`config.mk`:
```
export PLATFORM = sky130hd
export DESIGN_NAME = pli_back_flat
export DESIGN_NICKNAME = d
export VERILOG_FILES = /design/src/sv/pli_pkg.sv /design/src/sv/pli_if.sv /design/src/sv/pli_back.sv /design/src/flat_wrapper.sv
export SDC_FILE = /design/constraint.sdc
export NUM_CORES = 1
export LEC_CHECK = 0
export BUFFER_PORTS_ARGS = -buffer_cell sky130_fd_sc_hd__buf_2
export CAP_MARGIN = 0
export CELL_PAD_IN_SITES_DETAIL_PLACEMENT = 1
export CELL_PAD_IN_SITES_GLOBAL_PLACEMENT = 1
export CORE_UTILIZATION = 44
export DETAILED_ROUTE_END_ITERATION = 8
export GPL_ROUTABILITY_DRIVEN = 1
export GPL_TIMING_DRIVEN = 0
export PLACE_DENSITY_LB_ADDON = 0.25
export SYNTH_ARGS = -nofsm -noshare
export SYNTH_HDL_FRONTEND = slang
export SYNTH_SLANG_ARGS = --single-unit
```
`constraint.sdc`:
```
create_clock -name clock -period 13.53 [get_ports clock]
set_clock_uncertainty 0.15 [all_clocks]
set_input_delay 0.6765 -clock clock [delete_from_list [all_inputs] [get_ports clock]]
set_output_delay 0.6765 -clock clock [all_outputs]
set_load 0.03 [all_outputs]
```
`src/sv/pli_pkg.sv`:
```
`timescale 1ns / 1ps
`default_nettype none
// ---------------------------------------------------------------------------
// pli_pkg
// Shared types and constants of the phase lag index accumulator.
// ---------------------------------------------------------------------------
package pli_pkg;
   localparam int SampleBits = 16;
   localparam int ProdBits   = 33;
   localparam int SqBits     = 64;
   localparam int MagBits    = 32;
   localparam int AccBits    = 49;
   localparam int CountBits  = 17;
   localparam logic [CountBits-1:0] MaxWindow = 17'd65536;
   localparam int QueueDepth = 4;
   localparam int QueueAw    = 2;

   typedef enum logic [1:0] {
      STATUS_OK        = 2'd0,
      STATUS_TOO_SHORT = 2'd1,
      STATUS_ZERO_NORM = 2'd2
   } status_type;

   typedef struct packed {
      logic signed [SampleBits-1:0] real_a;
      logic signed [SampleBits-1:0] quad_a;
      logic signed [SampleBits-1:0] real_b;
      logic signed [SampleBits-1:0] quad_b;
      logic                         last_sample;
   } req_type;

   typedef struct packed {
      logic [15:0] connectivity;
      logic [1:0]  status;
   } rsp_type;

   // one queue entry: classified sample for the back end
   typedef struct packed {
      logic signed [ProdBits-1:0] im;
      logic                       accum;
      logic                       last_sample;
   } work_type;

   typedef enum logic [1:0] {
      BE_RUN  = 2'd0,
      BE_SQRT = 2'd1,
      BE_DIV  = 2'd2,
      BE_OUT  = 2'd3
   } be_state_type;
endpackage
`default_nettype wire

```
`src/sv/pli_if.sv`:
```
`timescale 1ns / 1ps
`default_nettype none


interface pli_rsp_if;
   logic valid;
   logic ready;
   pli_pkg::rsp_type data;
   modport source (output valid, output data, input ready);
   modport sink   (input valid, input data, output ready);
endinterface
`default_nettype wire

```
`src/sv/pli_back.sv`:
```
`timescale 1ns / 1ps
`default_nettype none
// ---------------------------------------------------------------------------
// pli_back
// Takes queued samples: iterative square root (one result bit per cycle),
// accumulation, and on the last sample a restoring divide (one bit a cycle).
// ---------------------------------------------------------------------------
module pli_back (
   input  wire logic              clock,
   input  wire logic              reset,
   input  wire logic              q_empty,
   input  wire pli_pkg::work_type q_work,
   input  wire logic [pli_pkg::SqBits-1:0] q_sq,
   output logic                   q_rd,
   pli_rsp_if.source              rsp
);
   import pli_pkg::*;

   be_state_type state_ff, state_in;
   logic [MagBits-1:0]  root_ff;
   logic [5:0]          step_ff;
   logic signed [ProdBits-1:0] im_ff;
   logic                acc_ff, last_ff;
   logic [CountBits-1:0] cnt_ff;
   logic [AccBits-1:0]  isum_ff, msum_ff;
   logic [AccBits+16:0] drem_ff;
   logic [16:0]         quot_ff;
   logic [4:0]          dstep_ff;
   logic                rsp_v_ff;
   rsp_type             rsp_ff;
   logic [AccBits-1:0]  aisum;
   logic [SqBits+1:0]   trial;
   logic [AccBits+17:0] dtrial;
   logic                done_sqrt, dquot;
   logic [SqBits+1:0]   sq_rem_ff;
   logic [SqBits-1:0]   rad_ff;
   logic [SqBits+1:0]   sq_next;

   // square root: remainder shifts in two bits of the radicand per step
   always_comb trial = (SqBits+2)'({root_ff, 2'b01});

   always_comb begin
      sq_next = {sq_rem_ff[SqBits-1:0], rad_ff[SqBits-1:SqBits-2]};
   end
   assign done_sqrt = step_ff == 6'd31;

   always_comb aisum = isum_ff[AccBits-1] ? AccBits'(-isum_ff) : isum_ff;
   always_comb dtrial = {drem_ff, 1'b0} - (AccBits+18)'(msum_ff);
   assign dquot = !dtrial[AccBits+17];

   // next state
   always_comb begin
      state_in = state_ff;
      case (state_ff)
         BE_RUN:  if (!q_empty) state_in = BE_SQRT;
         BE_SQRT: if (done_sqrt) state_in = last_ff ? BE_DIV : BE_RUN;
         BE_DIV:  if (dstep_ff == 5'd16) state_in = BE_OUT;
         BE_OUT:  if (!rsp_v_ff) state_in = BE_RUN;
         default: state_in = BE_RUN;
      endcase
   end

   // outputs
   always_comb begin
      q_rd = 1'b0;
      case (state_ff)
         BE_RUN:  q_rd = !q_empty;
         default: q_rd = 1'b0;
      endcase
   end

   always_ff @(posedge clock) begin
      if (reset) state_ff <= BE_RUN;
      else       state_ff <= state_in;
   end

   // datapath
   always_ff @(posedge clock) begin
      if (reset) begin
         cnt_ff <= '0; isum_ff <= '0; msum_ff <= '0; rsp_v_ff <= 1'b0;
      end else begin
         if (rsp.valid && rsp.ready) rsp_v_ff <= 1'b0;
         case (state_ff)
            BE_RUN: begin
               if (!q_empty) begin
                  rad_ff    <= q_sq;
                  sq_rem_ff <= '0;
                  root_ff   <= '0;
                  step_ff   <= '0;
                  im_ff     <= q_work.im;
                  acc_ff    <= q_work.accum;
                  last_ff   <= q_work.last_sample;
               end
            end
            BE_SQRT: begin
               rad_ff  <= {rad_ff[SqBits-3:0], 2'b00};
               step_ff <= step_ff + 1'b1;
               if (sq_next >= trial) begin
                  sq_rem_ff <= sq_next - trial;
                  root_ff   <= {root_ff[MagBits-2:0], 1'b1};
               end else begin
                  sq_rem_ff <= sq_next;
                  root_ff   <= {root_ff[MagBits-2:0], 1'b0};
               end
               if (done_sqrt && acc_ff) begin
                  isum_ff <= isum_ff + AccBits'(im_ff);
                  msum_ff <= msum_ff + AccBits'({root_ff[MagBits-2:0],
                                                 sq_next >= trial});
                  cnt_ff  <= cnt_ff + 1'b1;
               end
               drem_ff  <= '0;
               quot_ff  <= '0;
               dstep_ff <= '0;
            end
            BE_DIV: begin
               // first step loads the dividend |isum|<<16 bit-serially
               if (dstep_ff == 5'd0) begin
                  drem_ff  <= (AccBits+17)'(aisum);
                  dstep_ff <= 5'd1;
               end else begin
                  if (dquot) drem_ff <= (AccBits+17)'(dtrial);
                  else       drem_ff <= {drem_ff[AccBits+15:0], 1'b0};
                  quot_ff  <= {quot_ff[15:0], dquot};
                  dstep_ff <= dstep_ff + 1'b1;
               end
            end
            BE_OUT: begin
               if (!rsp_v_ff) begin
                  rsp_v_ff <= 1'b1;
                  if (cnt_ff < (CountBits)'(2)) begin
                     rsp_ff.status <= STATUS_TOO_SHORT;
                     rsp_ff.connectivity <= '0;
                  end else if (msum_ff == '0) begin
                     rsp_ff.status <= STATUS_ZERO_NORM;
                     rsp_ff.connectivity <= '0;
                  end else begin
                     rsp_ff.status <= STATUS_OK;
                     rsp_ff.connectivity <= (quot_ff[16] || aisum >= msum_ff)
                                            ? 16'hFFFF : quot_ff[15:0];
                  end
                  cnt_ff <= '0; isum_ff <= '0; msum_ff <= '0;
               end
            end
            default: ;
         endcase
      end
   end

   assign rsp.valid = rsp_v_ff;
   assign rsp.data  = rsp_ff;
endmodule
`default_nettype wire

```
`src/flat_wrapper.sv`:
```
// flat-port wrapper written by rule: the top's interface ports become plain ports
module pli_back_flat import pli_pkg::*;
  (clock, reset, q_empty, q_work, q_sq, q_rd, rsp_valid, rsp_data, rsp_ready);
  pli_rsp_if rsp_i ();
  input  wire logic clock;
  input  wire logic reset;
  input  wire logic q_empty;
  input  wire pli_pkg::work_type q_work;
  input  wire logic [pli_pkg::SqBits-1:0] q_sq;
  output logic q_rd;
  output wire logic [$bits(rsp_i.valid)-1:0] rsp_valid;
  output wire logic [$bits(rsp_i.data)-1:0] rsp_data;
  input wire logic [$bits(rsp_i.ready)-1:0] rsp_ready;
  assign rsp_valid = rsp_i.valid;
  assign rsp_data = rsp_i.data;
  assign rsp_i.ready = rsp_ready;
  pli_back u_core (.clock(clock), .reset(reset), .q_empty(q_empty), .q_work(q_work), .q_sq(q_sq), .q_rd(q_rd), .rsp(rsp_i));
endmodule
```
==> flow_summary.json, run 1 <==
{
  "post_cts_buffers": 0,
  "cp_num_buf_inv": 5,
  "cp_slowest_cell": "o211ai_1",
  "dieWidth_um": 260,
  "cts_hold_buffers": 0,
  "avgRoutedWirePerCell_um": 23.4,
  "grtUsageTotal": 0.294,
  "drv_cap": 0,
  "r2r_slack_ns": 5.63,
  "post_cts_resize_count": 0,
  "end_kind": "flop",
  "fp-row-count": 94,
  "htreeDepth": 2,
  "crit_path_start_kind": "flop",
  "grt_start_max_net_pins": 36,
  "synth_edf_count": 307,
  "synth.cell_area_sq_um": 29300,
  "worst-setup-path-type": "reg2reg",
  "yosys-top-cells-area": "edfxtp_1 32%, ha_1 9.4%, dfxtp_1 8.1%",
  "syn_area_per_cell_sq_um": 9.15,
  "start_util": 0.445,
  "cts_root_buf": "clkbuf_16",
  "grt_pass1_vias": 27409,
  "crit_start": "u_core.root_ff[0]",
  "synth_fp_nets": 3522,
  "dp.final_hpwl_um": 78800,
  "clock_path_buffers": 3,
  "hold_class": "in2reg",
  "cts_tree": "done",
  "path_depth": 24,
  "ys_top_cells_by_count": "307 x edfxtp_1, 293 x nand2_1, 283 x nor2_1",
  "fillers": 7667,
  "via_count": 25721,
  "area_growth_pct": 12.8,
  "portBuffers": 121,
  "rr_worst_depth": 24,
  "setup.worst_path.end": "u_core.msum_ff[34]",
  "grt_pass1_wl_um": 156000,
  "post_drt_via_cell_ratio": 5.99,
  "synth-seq-cells": 425,
  "path_delay_family": "compound AO/OA/AOI/OAI gates",
  "finalCriticalPeriod_ns": 7.90,
  "numCtsBuffers": 50,
  "fin_nets": 3711,
  "arrival_ns": 8.24,
  "gp_congestion": 0.943,
  "power.leakage_nw": 12.8,
  "drtIter0Drc": 1880,
  "wl_um": 100000,
  "die_h_um": 260,
  "cts.sinks": 425,
  "synth_seq_area_share": 0.396,
  "tightest_slew_ns": 1.31,
  "yosys.area.top_type": "edfxtp_1",
  "timing.rr.end": "u_core.msum_ff[34]",
  "power.density_nw_per_um2": 169,
  "slowest_delay_ns": 0.52,
  "path_clk_slew_ns": 0.07,
  "max-vdd-ir-drop_uv": 128,
  "synth_top_cell_area_share": 0.315,
  "whs_ns": 0.0697,
  "cp.required_ns": 13.88,
  "yosysWarnings": 0,
  "cp_cell_sequence": "inv_1, ha_1, nor2b_1, o31a_1, o21ai_0, o21ai_0, o211ai_1, and3_1, clkbuf_1, inv_1, clkbuf_1, ha_1, fa_1, a21o_1, a21o_1, a21oi_1, o21a_1, o31ai_1, a41oi_1, a311o_1, clkbuf_1, nor4_1, xnor2_1, nor2_1",
  "r2r_start": "u_core.root_ff[0]",
  "synthCells": 3196,
  "period_share": 0.584,
  "ant_nets": 0,
  "slew_violations": 0,
  "fmax_ghz": 0.127,
  "coreArea_sq_um": 65700,
  "die_area_sq_um": 67500,
  "antenna_found_initial": 1,
  "tns_ns": 0,
  "setup_viol": 0,
  "overflow": 0,
  "dr.pass1.iters": 5,
  "clock_latency_ns": 0.63,
  "relSlewSlack": 0.118,
  "drc": 0,
  "cpMostUsedCell": "clkbuf_1",
  "status": "finished clean",
  "rsz0062_at_grt": "false",
  "ys_types": 85,
  "ios": 123,
  "layout-drive-gt1-share": 0.0996,
  "ys.flop_type": "edfxtp_1",
  "critPathMaxFanout": 10,
  "synth.most_common_cell": "edfxtp_1",
  "hold_viol_final": 0,
  "async_flop_share": 0
}
==> final cells by class <==
| type | instances | area [sq um] | share of cell area |
|---|---|---|---|
| inverters | 137 | 514 | 0.0156 |
| well taps | 864 | 1080 | 0.0327 |
| plain buffers | 139 | 532 | 0.0161 |
| multi-input cells | 2495 | 16700 | 0.505 |
| flip-flops and latches | 425 | 11600 | 0.351 |
| diodes | 4 | 10.0 | 0.000303 |
| clock buffers | 62 | 1320 | 0.0399 |
| clock inverters | 30 | 388 | 0.0117 |
| repair buffers | 137 | 921 | 0.0279 |
==> state kept, by name, indices dropped and copies added (netlist names), named ones only <==
signal and count:
u_core.rsp.data 18, u_core.step_ff 6, u_core.msum_ff 49, u_core.im_ff 33, u_core.cnt_ff 17, u_core.isum_ff 49, u_core.drem_ff 66, u_core.root_ff 32
u_core.rsp.valid 1, u_core.quot_ff 17, u_core.last_ff 1, u_core.state_ff 1, u_core.rad_ff 64, u_core.dstep_ff 5, u_core.acc_ff 1, u_core.sq_rem_ff 64
==> metal layers <==
metal / part of all wire / up-vias / track usage
met5: 0 / - / 0
met4: 0.041 / 0 / 0.119
met3: 0.037 / 176 / 0.0346
met2: 0.50 / 533 / 0.524
met1: 0.42 / 12847 / 0.358
li1: - / 12165 / -
==> where the power goes <==
group / leakage, nW / internal [mW] / switching, mW
Combinational: 8.07 / 0.891 / 1.45
Sequential: 3.88 / 1.61 / 0.171
Clock: 0.826 / 0.833 / 0.607
==> placed cells by master, fill, tap and decap left out, drive strengths merged, types with 88 or more instances in the layout <==
cell,netlist,final
inv,136,140
dfxtp,118,118
nand3,88,88
xnor2,163,163
nor2,283,283
o21ai,199,199
edfxtp,307,307
ha,220,220
buf,19,156
a21o,127,127
nand2,293,293
clkbuf,120,182
a21oi,266,266
==> cell families (layout without fill, tap and decap cells) <==
| group | count (synthesis) | in the layout | share of synthesized area |
|---|---|---|---|
| muxes | 79 | 79 | 0.0297 |
| buffers and inverters | 276 | 505 | 0.0358 |
| adders and majority gates | 223 | 223 | 0.0961 |
| other | 0 | 4 | 0 |
| DFF | 425 | 425 | 0.396 |
| and+or+nand+nor | 1040 | 1040 | 0.172 |
| xor gates and xnor gates | 246 | 246 | 0.0742 |
| AOI/OAI and AO/OA | 907 | 907 | 0.197 |
==> per-stage QoR <==
| step | util | std cells | worst slack [ns] | power [mW] | instance area [sq um] |
|---|---|---|---|---|---|
| 3_5_place_dp | 0.476 | 4196 | 5.77 | 4.10 | 31300 |
| 4_1_cts | 0.502 | 4288 | 5.75 | 5.56 | 33000 |
| 3_3_place_gp | 0.471 | 4181 | 0.763 | 3.99 | 30900 |
| 5_1_grt | 0.502 | 4290 | 5.25 | 5.85 | 33000 |
| 6_report | 0.502 | 4293 | 5.63 | 5.57 | 33000 |
| 2_1_floorplan | - | 3196 | 4.65 | 3.37 | 29300 |
==> worst min-delay path by stage <==
stage / from / to / slack [ns] / cells after the start
global route: q_work[32] / u_core.im_ff[30] / 0.05 / 1
global placement: u_core.cnt_ff[6] / u_core.cnt_ff[6] / 0.33 / 2
CTS: q_work[33] / u_core.im_ff[31] / 0.05 / 1
detailed placement: u_core.cnt_ff[6] / u_core.cnt_ff[6] / 0.36 / 2
floorplan: u_core.msum_ff[13] / u_core.msum_ff[13] / 0.30 / 2
finish: q_work[31] / u_core.im_ff[29] / 0.07 / 1
(Power assumes the default switching activity.)
==> run 2: changes to the inputs <==
==> constraint.sdc (replaced) <==
create_clock -name clock -period 7.1 [get_ports clock]
set_clock_uncertainty 0.15 [all_clocks]
set_input_delay 0.355 -clock clock [delete_from_list [all_inputs] [get_ports clock]]
set_output_delay 0.355 -clock clock [all_outputs]
set_load 0.03 [all_outputs]
==> run 2 against run 1 <==
- sequential power grew 92%
- die area unchanged
- maximum frequency is 15% higher
- non-clock buffer count increased by 102
- setup slack worse by 5.4 ns
- first-iteration DRC count grew 8.1%
- total power up 96%
- register-to-register slack got worse by 5.4 ns
- critical endpoint is now u_core.msum_ff[47]
- utilization rose by 1.7 points
==> flow_summary.json, run 2 (synthesis gave the netlist of run 1 again) <==
{
  "overflow": 0,
  "tightest_slew_ns": 1.28,
  "whs_path_depth": 4,
  "end_kind": "flop",
  "dp.final_hpwl_um": 78700,
  "post_drt_via_cell_ratio": 6.11,
  "arrival_ns": 7.20,
  "path_delay_family": "compound AO/OA/AOI/OAI gates",
  "ios": 123,
  "slew_violations": 0,
  "setup_viol": 0,
  "place_area_sq_um": 31300,
  "fp-row-count": 94,
  "tns_ns": 0,
  "slowest_delay_ns": 0.88,
  "start_util": 0.445,
  "drtIter0Drc": 2032,
  "cp_slowest_cell": "o31ai_1",
  "path_depth": 21,
  "cp_num_buf_inv": 4,
  "period_share": 0.967,
  "r2r_slack_ns": 0.24,
  "cp_cell_sequence": "inv_1, ha_1, clkbuf_1, nand3_1, or4_1, nor3_1, o211ai_1, buf_4, and3_2, clkinvlp_4, ha_1, a211oi_1, nor2_1, o31ai_1, o31ai_1, a21oi_1, o2111ai_1, a41o_1, nor3b_1, xnor2_1, nor2_1",
  "relSlewSlack": 0.145,
  "rsz0062_at_grt": "false",
  "hp-start": "q_empty",
  "hold_viol_final": 0,
  "clock_latency_ns": 0.64,
  "fin_nets": 3815,
  "final_common_cell": "edfxtp_1",
  "reg.largest.list": "u_core.drem_ff: 66 flops, u_core.rad_ff: 64 flops, u_core.sq_rem_ff: 64 flops",
  "max-vdd-ir-drop_uv": 213,
  "portBuffers": 121,
  "fillers": 7530,
  "crit_path_start_kind": "flop",
  "cp.required_ns": 7.44,
  "critPathMaxFanout": 10,
  "drv_cap": 0,
  "min_to": "u_core.state_ff[0]",
  "path_clk_slew_ns": 0.06,
  "final_cells": 4400,
  "post-route-util": 0.519,
  "grtUsageTotal": 0.318,
  "grt_pass1_vias": 28611,
  "largest-register": "u_core.drem_ff",
  "fin_area_sq_um": 34100,
  "power.leakage_nw": 13.3,
  "htreeDepth": 2,
  "die_area_sq_um": 67500,
  "coreArea_sq_um": 65700,
  "drc": 0,
  "die_h_um": 260,
  "whs_ns": 0.194,
  "grt_start_max_net_pins": 36,
  "place_inst": 4198,
  "area_growth_pct": 16.7,
  "final_cell_mix": "307 x edfxtp_1, 293 x nand2_1, 282 x nor2_1",
  "worst-setup-path-type": "reg2reg",
  "layout-drive-gt1-share": 0.100,
  "multi_input_area_sq_um": 16700,
  "finalCriticalPeriod_ns": 6.86,
  "cts_tree": "done",
  "hold_class": "in2reg",
  "seqCellArea_sq_um": 11600,
  "ant_nets": 0,
  "largest_reg_flops": 66,
  "antenna_found_initial": 7,
  "via_count": 26884,
  "grt_pass1_wl_um": 166000,
  "clock_path_buffers": 3,
  "dr.pass1.iters": 5,
  "status": "finished clean",
  "rr_worst_depth": 21,
  "wl_um": 109000,
  "fmax_ghz": 0.146,
  "numCtsBuffers": 52,
  "dieWidth_um": 260,
  "power.density_nw_per_um2": 319,
  "timing.rr.end": "u_core.msum_ff[47]",
  "gp_congestion": 0.950,
  "cts_root_buf": "clkbuf_16",
  "avgRoutedWirePerCell_um": 24.7,
  "r2r_start": "u_core.root_ff[18]",
  "cts.sinks": 425
}
-- run 2: per-stage QoR --
step                      worst slack (ns)  power [mW]
final                                0.236        10.9
after global routing                0.0490        11.4
after CTS                            0.118        10.7
after detailed placement            -0.617        7.81
after global placement               -2.03        7.59
after floorplan                      0.792        6.41
-- run 2: worst max path at each step --
stage                               to  slack [ns]          startpoint
finish              u_core.msum_ff[47]        0.24  u_core.root_ff[18]
global route        u_core.msum_ff[34]        0.05   u_core.root_ff[0]
CTS                 u_core.msum_ff[48]        0.12   u_core.root_ff[0]
detailed placement  u_core.msum_ff[34]       -0.62  u_core.root_ff[18]
global placement     u_core.rad_ff[14]       -2.03                flop
floorplan             u_core.rad_ff[0]        0.79                flop
-- run 2: layout make-up --
cell class | count | share of cell area
multi-input cells | 2495 | 0.488
flip-flops and latches | 425 | 0.339
repair buffers | 241 | 0.0570
clock buffers | 67 | 0.0428
well taps | 864 | 0.0317
plain buffers | 137 | 0.0154
inverters | 137 | 0.0152
clock inverters | 31 | 0.0104
diodes | 3 | 0.000220
-- run 2: worst register-to-register path: cells and delay by family, from the launching register on --
family          cells  cell delay [ns]
buf+inv             4             0.77
simple gates        7             2.16
flops               1             0.35
xor+xnor            1             0.17
fa+ha+maj           2             0.52
compound gates      7             2.59
-- run 2: layer usage --
layer / up-vias / GRT usage / wire length (um)
li1: 12387 / - / -
met1: 13385 / 0.373 / 43300
met2: 824 / 0.561 / 54200
met3: 280 / 0.0412 / 5250
met4: 8 / 0.171 / 6090
met5: - / 0 / 50
-- run 2: report_power, final --
| group | total [mW] | switching (mW) | internal, mW |
|---|---|---|---|
| clock network | 2.90 | 1.22 | 1.68 |
| registers | 3.42 | 0.348 | 3.07 |
| logic | 4.58 | 2.85 | 1.73 |
| total | 10.9 | 4.42 | 6.48 |
-- run 2: repair_timing --
item,in CTS,in global routing
gates resized for setup,2,2
pin swaps,0,1
setup buffers,1,1
endpoints found under the hold margin,100,0
hold buffers,100,0
endpoints found under the setup margin,20,9
gates cloned,0,0
