===== src/sv/pli_pkg.sv =====
`timescale 1ns / 1ps
`default_nettype none
// ---------------------------------------------------------------------------
// pli_pkg
// Shared types and constants of the phase lag index accumulator.
// ---------------------------------------------------------------------------
package pli_pkg;
   localparam int SampleBits = 16;
   localparam int ProdBits   = 33;
   localparam int SqBits     = 64;
   localparam int MagBits    = 32;
   localparam int AccBits    = 49;
   localparam int CountBits  = 17;
   localparam logic [CountBits-1:0] MaxWindow = 17'd65536;
   localparam int QueueDepth = 4;
   localparam int QueueAw    = 2;

   typedef enum logic [1:0] {
      STATUS_OK        = 2'd0,
      STATUS_TOO_SHORT = 2'd1,
      STATUS_ZERO_NORM = 2'd2
   } status_type;

   typedef struct packed {
      logic signed [SampleBits-1:0] real_a;
      logic signed [SampleBits-1:0] quad_a;
      logic signed [SampleBits-1:0] real_b;
      logic signed [SampleBits-1:0] quad_b;
      logic                         last_sample;
   } req_type;

   typedef struct packed {
      logic [15:0] connectivity;
      logic [1:0]  status;
   } rsp_type;

   // one queue entry: classified sample for the back end
   typedef struct packed {
      logic signed [ProdBits-1:0] im;
      logic                       accum;
      logic                       last_sample;
   } work_type;

   typedef enum logic [1:0] {
      BE_RUN  = 2'd0,
      BE_SQRT = 2'd1,
      BE_DIV  = 2'd2,
      BE_OUT  = 2'd3
   } be_state_type;
endpackage
`default_nettype wire


===== src/sv/pli_queue.sv =====
`timescale 1ns / 1ps
`default_nettype none
// ---------------------------------------------------------------------------
// pli_queue
// Short FIFO between front and back end; carries sample plus squared norm.
// ---------------------------------------------------------------------------
module pli_queue (
   input  wire logic              clock,
   input  wire logic              reset,
   input  wire logic              wr_en,
   input  wire pli_pkg::work_type wr_work,
   input  wire logic [pli_pkg::SqBits-1:0] wr_sq,
   output logic                   full,
   output logic                   empty,
   input  wire logic              rd_en,
   output pli_pkg::work_type      rd_work,
   output logic [pli_pkg::SqBits-1:0] rd_sq
);
   import pli_pkg::*;

   work_type          work_ff [QueueDepth];
   logic [SqBits-1:0] sq_ff   [QueueDepth];
   logic [QueueAw-1:0] wp_ff, rp_ff;
   logic [QueueAw:0]   cnt_ff;

   assign full    = cnt_ff == (QueueAw+1)'(QueueDepth);
   assign empty   = cnt_ff == '0;
   assign rd_work = work_ff[rp_ff];
   assign rd_sq   = sq_ff[rp_ff];

   // storage
   always_ff @(posedge clock) begin
      if (wr_en) begin
         work_ff[wp_ff] <= wr_work;
         sq_ff[wp_ff]   <= wr_sq;
      end
   end

   // pointers
   always_ff @(posedge clock) begin
      if (reset) begin
         wp_ff <= '0; rp_ff <= '0; cnt_ff <= '0;
      end else begin
         if (wr_en) wp_ff <= wp_ff + 1'b1;
         if (rd_en) rp_ff <= rp_ff + 1'b1;
         cnt_ff <= cnt_ff + (QueueAw+1)'(wr_en) - (QueueAw+1)'(rd_en);
      end
   end
endmodule
`default_nettype wire


===== config.mk =====
export PLATFORM = sky130hd
export DESIGN_NAME = pli_queue
export DESIGN_NICKNAME = d
export VERILOG_FILES = /design/src/sv/pli_pkg.sv /design/src/sv/pli_queue.sv
export SDC_FILE = /design/constraint.sdc
export NUM_CORES = 1
export LEC_CHECK = 0
export ABC_AREA = 0
export BUFFER_PORTS_ARGS = -buffer_cell sky130_fd_sc_hd__buf_2
export CELL_PAD_IN_SITES_DETAIL_PLACEMENT = 1
export CELL_PAD_IN_SITES_GLOBAL_PLACEMENT = 1
export CORE_MARGIN = 8
export CORE_UTILIZATION = 45
export CTS_CLUSTER_DIAMETER = 40
export DETAILED_ROUTE_END_ITERATION = 7
export PLACE_DENSITY_LB_ADDON = 0.1
export SLEW_MARGIN = 25
export SYNTH_ARGS = -nofsm -noshare
export SYNTH_HDL_FRONTEND = slang
export SYNTH_SLANG_ARGS = --single-unit

===== constraint.sdc =====
create_clock -name clock -period 5.5 [get_ports clock]
set_input_delay 0.55 -clock clock [delete_from_list [all_inputs] [get_ports clock]]
set_output_delay 0.55 -clock clock [all_outputs]
set_load 0.005 [all_outputs]

==> results.sh, run 1 <==
export IMPL_outcome="complete, no violations"
export IMPL_gp_congestion=0.730
export IMPL_met1Wirelength_mm=12.7
export IMPL_tritoncts="done"
export IMPL_wire_per_inst_um=24.3
export IMPL_cts_sinks=405
export IMPL_ys_ff_latch=405
export IMPL_period_share_pct=62.3
export IMPL_fmax_ghz=0.292
export IMPL_first_iter_violations=254
export IMPL_root_buffer="clkbuf_16"
export IMPL_syn_inst=559
export IMPL_cp_max_fo=49
export IMPL_worst_r2r_endpoint="work_ff[1][14]$_DFFE_PP_"
export IMPL_vias=6690
export IMPL_syn_area_mm2=0.0147
export IMPL_maxCapViolCount=0
export IMPL_worstSkewPairLatency_ns=0.57
export IMPL_core_area_mm2=0.0324
export IMPL_die_h_um=197
export IMPL_syn_avg_cell_area_um2=26.3
export IMPL_rrSetupSlack_ns=3.01
export IMPL_overflow=0
export IMPL_crit_arrival_ns=2.88
export IMPL_mostFrequentLayoutCells="edfxtp_1 (396), buf_2 (203), mux4_2 (99)"
export IMPL_wirelength_mm=31.2
export IMPL_portBuffers=203
export IMPL_hold_depth=1
export IMPL_multi_input_area_mm2=0.00248
export IMPL_clock_path_buffers=3
export IMPL_start_util_pct=45.4
export IMPL_yosysWarnings=0
export IMPL_hold_path_endpoint="work_ff[0][0]$_DFFE_PP_"
export IMPL_slew_violations=0
export IMPL_start_kind="register"
export IMPL_rsz0062_at_grt="false"
export IMPL_tightestPinTransition_ns=0.997
export IMPL_end_kind="output port"
export IMPL_boundaryPins=204
export IMPL_fp_dieW_um=197
export IMPL_fin_crit_ns=3.43
export IMPL_met2WireLength_mm=15.7
export IMPL_final_common_cell="edfxtp_1"
export IMPL_antenna_found_initial=6
export IMPL_grt_max_degree=68
export IMPL_cts_htree_levels=2
export IMPL_ys_seq_area_share_pct=82.2
export IMPL_detail_route_antenna_nets=0
export IMPL_via_per_inst=5.19
export IMPL_crit_type="reg -> out"
export IMPL_drtPass1Iterations=4
export IMPL_finish_utilization_pct=55.9
export IMPL_required_ns=4.95
export IMPL_grt_pass1_vias=7610
export IMPL_area_growth_pct=23.2
export IMPL_ff2ff_path_depth=3
export IMPL_layout_nets=913
export IMPL_relSlewSlack_pct=33.5
export IMPL_synth_fp_nets=669
export IMPL_fin_setup_tns_ns=0
export IMPL_track_usage_pct=16.4
export IMPL_cts_hold_buf=0
export IMPL_finalSetupViolations=0
export IMPL_top_layer="met5"
export IMPL_dieArea_mm2=0.0387
export IMPL_irDropWorstVdd_mv=0.241
export IMPL_wl_met3_mm=2.20
export IMPL_cts_resized=0
export IMPL_min_delay_start="wr_work[0]"
export IMPL_finalHoldViolations=0
export IMPL_dp_final_hpwl_mm=19.1
export IMPL_hold_class="in -> reg"
export IMPL_leakage_uw=0.00613
export IMPL_clk_pin_slew_worst_paths_ns=0.05
export IMPL_grt_pass1_wl_mm=47.1
export IMPL_remaining_drc_errors=0
export IMPL_fillers=2812
export IMPL_synth_distinct_cells=22
export IMPL_rows=66
export IMPL_r2r_start="wp_ff[0]$_SDFFE_PP0P_"
export IMPL_seqCellArea_mm2=0.0121
export IMPL_cts_buffers=52
export IMPL_post_cts_setup_buffers=0
export IMPL_drive_gt1_share_pct=47.5
export IMPL_power_density_mw_per_mm2=424
export IMPL_skew_ns=0.0186
cells in the mapped netlist:
cell      number  share of area, %
edfxtp_1     396                81
mux4_2        99                15
buf_2         10              0.34
dfxtp_1        9               1.2
clkbuf_1       8              0.20
ha_1           6              0.51
inv_1          6              0.15
nor2_1         5              0.13
and2_1         4              0.17
buf_8          2              0.20
nor2b_1        2             0.085
xnor2_1        2              0.12
a21bo_2        1             0.068
a21oi_1        1             0.034
and3_1         1             0.043
buf_4          1             0.051
buf_6          1             0.077
fa_1           1              0.14
mux2i_1        1             0.068
nand3b_1       1             0.051
nor3_1         1             0.034
xor3_1         1              0.16
logic make-up (layout without fill, tap and decap cells):
logic type	Yosys count	in the layout	synth area share, %
buf+inv	28	314	1.03
flops	405	405	82.2
fa+ha+maj	7	7	0.647
other cells	0	1	0
xor+xnor	3	3	0.281
mux	100	100	15.2
compound gates	2	2	0.102
simple gates	14	14	0.511
layout make-up:
cell class                 instances  share of cell area, %
multi-input combinational        126                   13.7
clock buffer                      59                   7.46
timing repair buffer             212                   6.35
inverter                           6                  0.124
tap                              442                   3.06
sequential                       405                   66.8
clock inverter                    37                   2.55
antenna                            1                 0.0138
flip-flops by register name, indices dropped and copies added, names as in the netlist, named ones only:
name,flops
cnt_ff,3
sq_ff,256
wp_ff,2
rp_ff,2
work_ff,140
report_power, final:
part	leakage, µW	switching [µW]	internal [µW]	total (µW)
combinational	0.00155	299	297	596
sequential	0.00371	55.4	3550	3610
clock	0.000868	1270	2200	3470
total	0.00613	1620	6040	7670
metrics by stage:
stage | hold WS [ns] | setup slack [ns] | total power [µW] | instances | instance area (µm²)
2_1_floorplan | 0.492 | 2.19 | 3990 | 559 | 14700
3_3_place_gp | 0.501 | 2.51 | 4250 | 1188 | 16200
3_5_place_dp | 0.531 | 2.60 | 4280 | 1189 | 16200
4_1_cts | 0.150 | 1.96 | 7790 | 1285 | 18000
5_1_grt | 0.167 | 1.85 | 7940 | 1287 | 18100
6_report | 0.191 | 2.07 | 7670 | 1288 | 18100
how the worst max path moves through the flow:
stage	start	to	cells after the start
finish	register	rd_work[28]	4
global route	register	rd_work[28]	4
CTS	register	rd_work[28]	4
detailed placement	register	rd_work[28]	4
global placement	register	rd_work[28]	3
floorplan	wr_en	sq_ff[0][0]$_DFFE_PP_	1
worst max-delay path, stage by stage (launching register included):
cell,delay [ns]
dfxtp_4,0.77
buf_12,0.30
buf_12,0.35
mux4_2,0.61
buf_2,0.15
routing by layer:
layer / global-route usage [%] / up-vias
met2: 27.4 / 197
met5: 0 / -
li1: - / 2912
met3: 5.46 / 57
met1: 20.2 / 3514
met4: 5.04 / 10
Power figures use the tool's default switching activity.
==> inputs of run 2 (changes only) <==
==> constraint.sdc (replaced) <==
create_clock -name clock -period 2.9 [get_ports clock]
set_input_delay 0.29 -clock clock [delete_from_list [all_inputs] [get_ports clock]]
set_output_delay 0.29 -clock clock [all_outputs]
set_load 0.005 [all_outputs]
==> run 2 against run 1 <==
  * Non-clock buffer count grew 107
  * Sequential cell count did not move
  * Critical path depth down 1
  * Power up 88%
  * Cell count rose by 8.0%
  * Wire length barely moved
  * Largest power group unchanged
  * Highest routed layer unchanged
  * Critical endpoint is now rd_sq[62]
==> results.sh, run 2 (same netlist as run 1, synthesis figures left out) <==
export IMPL_fmax_ghz=0.397
export IMPL_required_ns=2.61
export IMPL_top_register="sq_ff"
export IMPL_hold_class="in -> reg"
export IMPL_boundaryPins=204
export IMPL_clk_pin_slew_worst_paths_ns=0.06
export IMPL_period_share_pct=86.9
export IMPL_fin_total_pwr_uw=14500
export IMPL_cts_sinks=405
export IMPL_grt_pass1_wl_mm=48.1
export IMPL_reg_largest_list="sq_ff x256, work_ff x140, cnt_ff x3"
export IMPL_portBuffers=203
export IMPL_worst_slack_ns=0.380
export IMPL_dpl_cell_area_mm2=0.0164
export IMPL_wire_per_inst_um=22.5
export IMPL_overflow=0
export IMPL_cts_htree_levels=2
export IMPL_start_util_pct=45.4
export IMPL_drtPass1Iterations=4
export IMPL_crit_path_cell_trace="buf_12 > mux4_2 > buf_2"
export IMPL_power_density_mw_per_mm2=755
export IMPL_fillers=2750
export IMPL_detail_route_antenna_nets=0
export IMPL_irDropWorstVdd_mv=0.525
export IMPL_tritoncts="done"
export IMPL_final_common_cell="edfxtp_1"
export IMPL_outcome="complete, no violations"
export IMPL_die_h_um=197
export IMPL_finalHoldViolations=0
export IMPL_start_kind="register"
export IMPL_max_stage_delay_ns=0.77
export IMPL_cts_buffers=51
export IMPL_wirelength_mm=31.2
export IMPL_first_iter_violations=314
export IMPL_crit_type="reg -> out"
export IMPL_fp_dieW_um=197
export IMPL_drive_gt1_share_pct=42.9
export IMPL_slew_violations=0
export IMPL_via_per_inst=5.06
export IMPL_antenna_found_initial=1
export IMPL_relSlewSlack_pct=52.8
export IMPL_vias=7045
export IMPL_rrSetupSlack_ns=0.99
export IMPL_remaining_drc_errors=0
export IMPL_n_antenna_cell=0
export IMPL_core_area_mm2=0.0324
export IMPL_rows=66
export IMPL_leakage_uw=0.00657
export IMPL_fin_crit_ns=2.52
export IMPL_dieArea_mm2=0.0387
export IMPL_root_buffer="clkbuf_16"
export IMPL_largest_reg_flops=256
export IMPL_cts_resized=0
export IMPL_area_growth_pct=30.3
export IMPL_rsz0062_at_grt="false"
export IMPL_end_kind="output port"
export IMPL_maxCapViolCount=0
export IMPL_dp_final_hpwl_mm=19.2
export IMPL_crit_arrival_ns=2.23
export IMPL_fin_setup_tns_ns=0
export IMPL_design_area_mm2=0.0191
export IMPL_skew_ns=0.0160
export IMPL_track_usage_pct=16.2
export IMPL_layout_nets=1019
export IMPL_mostFrequentLayoutCells="edfxtp_1 (396), buf_2 (203), dlygate4sd3_1 (100)"
export IMPL_clock_path_buffers=3
export IMPL_gp_congestion=0.710
export IMPL_worstSkewPairLatency_ns=0.55
export IMPL_finalSetupViolations=0
export IMPL_crit_slowest_cell="dfxtp_4"
export IMPL_tightestPinTransition_ns=0.708
export IMPL_cp_max_fo=38
export IMPL_dp_slack_ns=0.894
export IMPL_grt_max_degree=54
export IMPL_grt_pass1_vias=8147
[run 2: cell types whose count changed in the layout (fill, tap and decap cells not counted), sizes merged]
cell         change
clkinv           +1
bufinv           -2
diode            -1
buf              +7
clkinvlp         -2
clkbuf           -3
inv              +3
dlygate4sd3    +100
[run 2: what timing repair did]
| action | in CTS | in global routing |
|---|---|---|
| setup endpoints to repair | 0 | 0 |
| endpoints found under the hold margin | 399 | 0 |
| hold buffers | 100 | 0 |
| buffers inserted | 0 | 0 |
[run 2: power breakdown]
part,internal [µW],switching (µW)
logic,670,597
clock network,3940,2420
registers,6730,102
total,11300,3120
[run 2: worst max-delay path: cells and delay by family, from the launching register on]
kind / cells / cell delay, ns
DFF: 1 / 0.77
muxes: 1 / 0.38
buffers and inverters: 2 / 0.49
[run 2: per-layer routing]
| layer | GRT usage (%) | vias up | wire (µm) |
|---|---|---|---|
| met5 | 0 | - | 15 |
| met4 | 4.29 | 2 | 500 |
| met3 | 4.40 | 45 | 1750 |
| met2 | 27.9 | 182 | 16000 |
| met1 | 20.1 | 3699 | 12900 |
| li1 | - | 3117 | - |
[run 2: area by class of cell]
type / count / area (µm²) / area share [%]
clock buffer: 56 / 1320 / 6.88
multi-input combinational: 126 / 2480 / 12.9
clock inverter: 37 / 424 / 2.22
inverter: 6 / 22.5 / 0.118
tap: 442 / 553 / 2.89
sequential: 405 / 12100 / 63.1
timing repair buffer: 319 / 2260 / 11.8
[run 2: path summary, 6_finish.rpt]
check / to / depth (start not counted) / startpoint
worst max register to register: work_ff[1][13]$_DFFE_PP_ / 3 / wp_ff[0]$_SDFFE_PP0P_
worst max-delay path: rd_sq[62] / 3 / register
worst min register to register: register / 2 / rp_ff[1]$_SDFFE_PP0P_
worst min-delay path: register / 3 / rd_en
[run 2: metrics by stage]
stage                     hold WS, ns  instances  util, %
after floorplan                 0.362        559        -
after global placement          0.498       1198     50.6
after detailed placement        0.507       1198     50.6
after CTS                      0.0554       1391     59.1
after global routing           0.0909       1391     59.1
final                          0.0728       1391     59.1
==> inputs of run 3 (changes only) <==
--- a/config.mk
+++ b/config.mk
@@ -9,8 +9,9 @@
 export BUFFER_PORTS_ARGS = -buffer_cell sky130_fd_sc_hd__buf_2
 export CELL_PAD_IN_SITES_DETAIL_PLACEMENT = 1
 export CELL_PAD_IN_SITES_GLOBAL_PLACEMENT = 1
+export CORE_ASPECT_RATIO = 0.6
 export CORE_MARGIN = 8
-export CORE_UTILIZATION = 45
+export CORE_UTILIZATION = 23
 export CTS_CLUSTER_DIAMETER = 40
 export DETAILED_ROUTE_END_ITERATION = 7
 export PLACE_DENSITY_LB_ADDON = 0.1
==> run 3 against run 2 <==
  * Cell count grew 29%
  * Via count up 1.5%
  * Clock skew is 0.0043 ns lower
  * Combinational power increased by 4%
  * Worst hold slack improved by 0.029 ns
  * Sequential power hardly changed
  * Wire length is 14% higher
  * Sequential cell count unchanged
  * Utilization down 28 points
  * Critical endpoint is now rd_work[27]
  * Largest power group is now clock
==> results.sh, run 3 (same netlist as run 1, synthesis figures left out) <==
export IMPL_multi_input_area_mm2=0.00248
export IMPL_clock_path_buffers=3
export IMPL_leakage_uw=0.00666
export IMPL_tightestPinTransition_ns=0.540
export IMPL_portBuffers=203
export IMPL_dp_cells=1593
export IMPL_gp_congestion=0.681
export IMPL_stdcell_count=1796
export IMPL_start_kind="register"
export IMPL_mostFrequentLayoutCells="edfxtp_1 (396), buf_2 (203), dlygate4sd3_1 (101)"
export IMPL_via_per_inst=3.98
export IMPL_hold_class="in -> reg"
export IMPL_seqCellArea_mm2=0.0121
export IMPL_fmax_ghz=0.377
export IMPL_fin_crit_ns=2.65
export IMPL_crit_path_cell_trace="buf_12 > mux4_2 > buf_2"
export IMPL_boundaryPins=204
export IMPL_dp_final_hpwl_mm=21.6
export IMPL_slew_violations=0
export IMPL_fp_dieW_um=342
export IMPL_grt_pass1_wl_mm=53.4
export IMPL_fin_setup_tns_ns=0
export IMPL_antenna_found_initial=2
export IMPL_vias=7149
export IMPL_final_common_cell="edfxtp_1"
export IMPL_track_usage_pct=9.79
export IMPL_finish_utilization_pct=31.5
export IMPL_irDropWorstVdd_mv=0.428
export IMPL_cp_top_family="flip-flops"
export IMPL_outcome="complete, no violations"
export IMPL_wire_per_inst_um=19.9
export IMPL_finalHoldViolations=0
export IMPL_cts_buffers=55
export IMPL_dpl_cell_area_mm2=0.0169
export IMPL_rsz0062_at_grt="false"
export IMPL_required_ns=2.61
export IMPL_fillers=6326
export IMPL_worst_slack_ns=0.246
export IMPL_grt_pass1_vias=8560
export IMPL_start_util_pct=23.4
export IMPL_crit_arrival_ns=2.36
export IMPL_end_kind="output port"
export IMPL_die_h_um=212
export IMPL_max_stage_delay_ns=0.67
export IMPL_tritoncts="done"
export IMPL_detail_route_antenna_nets=0
export IMPL_rows=71
export IMPL_cts_htree_levels=2
export IMPL_n_antenna_cell=0
export IMPL_period_share_pct=91.5
export IMPL_dp_slack_ns=0.775
export IMPL_crit_slowest_cell="dfxtp_4"
export IMPL_design_area_mm2=0.0198
export IMPL_finalSetupViolations=0
export IMPL_layout_nets=1022
export IMPL_area_growth_pct=35.0
export IMPL_maxCapViolCount=0
export IMPL_remaining_drc_errors=0
export IMPL_worstSkewPairLatency_ns=0.59
export IMPL_top_register="sq_ff"
export IMPL_overflow=0
export IMPL_root_buffer="clkbuf_16"
export IMPL_grt_max_degree=40
export IMPL_core_area_mm2=0.0629
export IMPL_cp_num_buf_inv=2
export IMPL_reg_largest_list="sq_ff x256, work_ff x140, cnt_ff x3"
export IMPL_drtPass1Iterations=4
export IMPL_power_density_mw_per_mm2=758
export IMPL_drive_gt1_share_pct=43.4
export IMPL_clk_pin_slew_worst_paths_ns=0.06
export IMPL_largest_reg_flops=256
export IMPL_wirelength_mm=35.7
export IMPL_cp_max_fo=25
export IMPL_skew_ns=0.0117
export IMPL_first_iter_violations=218
export IMPL_crit_type="reg -> out"
export IMPL_cts_sinks=405
export IMPL_dieArea_mm2=0.0725
export IMPL_relSlewSlack_pct=64.0
## run 3: cell types whose count changed in the layout (fill, tap and decap cells not counted)
cell and change:
buf_12 +4, clkbuf_16 +5, clkinv_8 +1, dlygate4sd3_1 +1, clkbuf_1 -1, buf_4 -6
clkinv_2 +3, clkinvlp_4 +1
## run 3: repair_timing
item	CTS	global route
hold endpoints to repair	405	0
buffers inserted	0	0
hold buffers	101	0
resized for setup	0	0
## run 3: worst register-to-register path, cell delays in order, from the launching register on
cell and delay [ns]:
dfxtp_1 0.35, inv_1 0.10, ha_1 0.16, and2_4 0.49
buf_12 0.32
## run 3: per-layer routing
metal	part of all wire [%]	track usage, %	up-vias
met2	50	16.7	166
met3	5.6	3.06	66
met5	0.056	0	-
met1	42	11.6	3777
li1	-	-	3136
met4	2.7	3.71	4
## run 3: power breakdown
part | internal, µW | switching [µW]
logic | 679 | 641
registers | 6730 | 96.9
clock network | 4250 | 2640
total | 11700 | 3380
## run 3: through the flow
step / hold slack [ns] / total power, µW
6_report: 0.102 / 15000
4_1_cts: 0.0428 / 15400
3_5_place_dp: 0.511 / 8230
2_1_floorplan: 0.362 / 7550
5_1_grt: 0.0888 / 15600
3_3_place_gp: 0.497 / 8170
## run 3: final cells by class
class	count	area share [%]
clock buffer	60	7.25
clock inverter	42	2.33
inverter	6	0.114
multi-input combinational	126	12.5
sequential	405	60.9
tap	839	5.29
timing repair buffer	318	11.6
## run 3: worst paths after layout
check / depth (start not counted) / start / slack [ns] / endpoint
max: 3 / register / 0.25 / rd_work[27]
min: 3 / wr_en / 0.10 / wp_ff[1]$_SDFFE_PP0P_
max reg2reg: 4 / wp_ff[0]$_SDFFE_PP0P_ / 1.10 / work_ff[0][26]$_DFFE_PP_
min reg2reg: 2 / rp_ff[0]$_SDFFE_PP0P_ / 0.53 / register
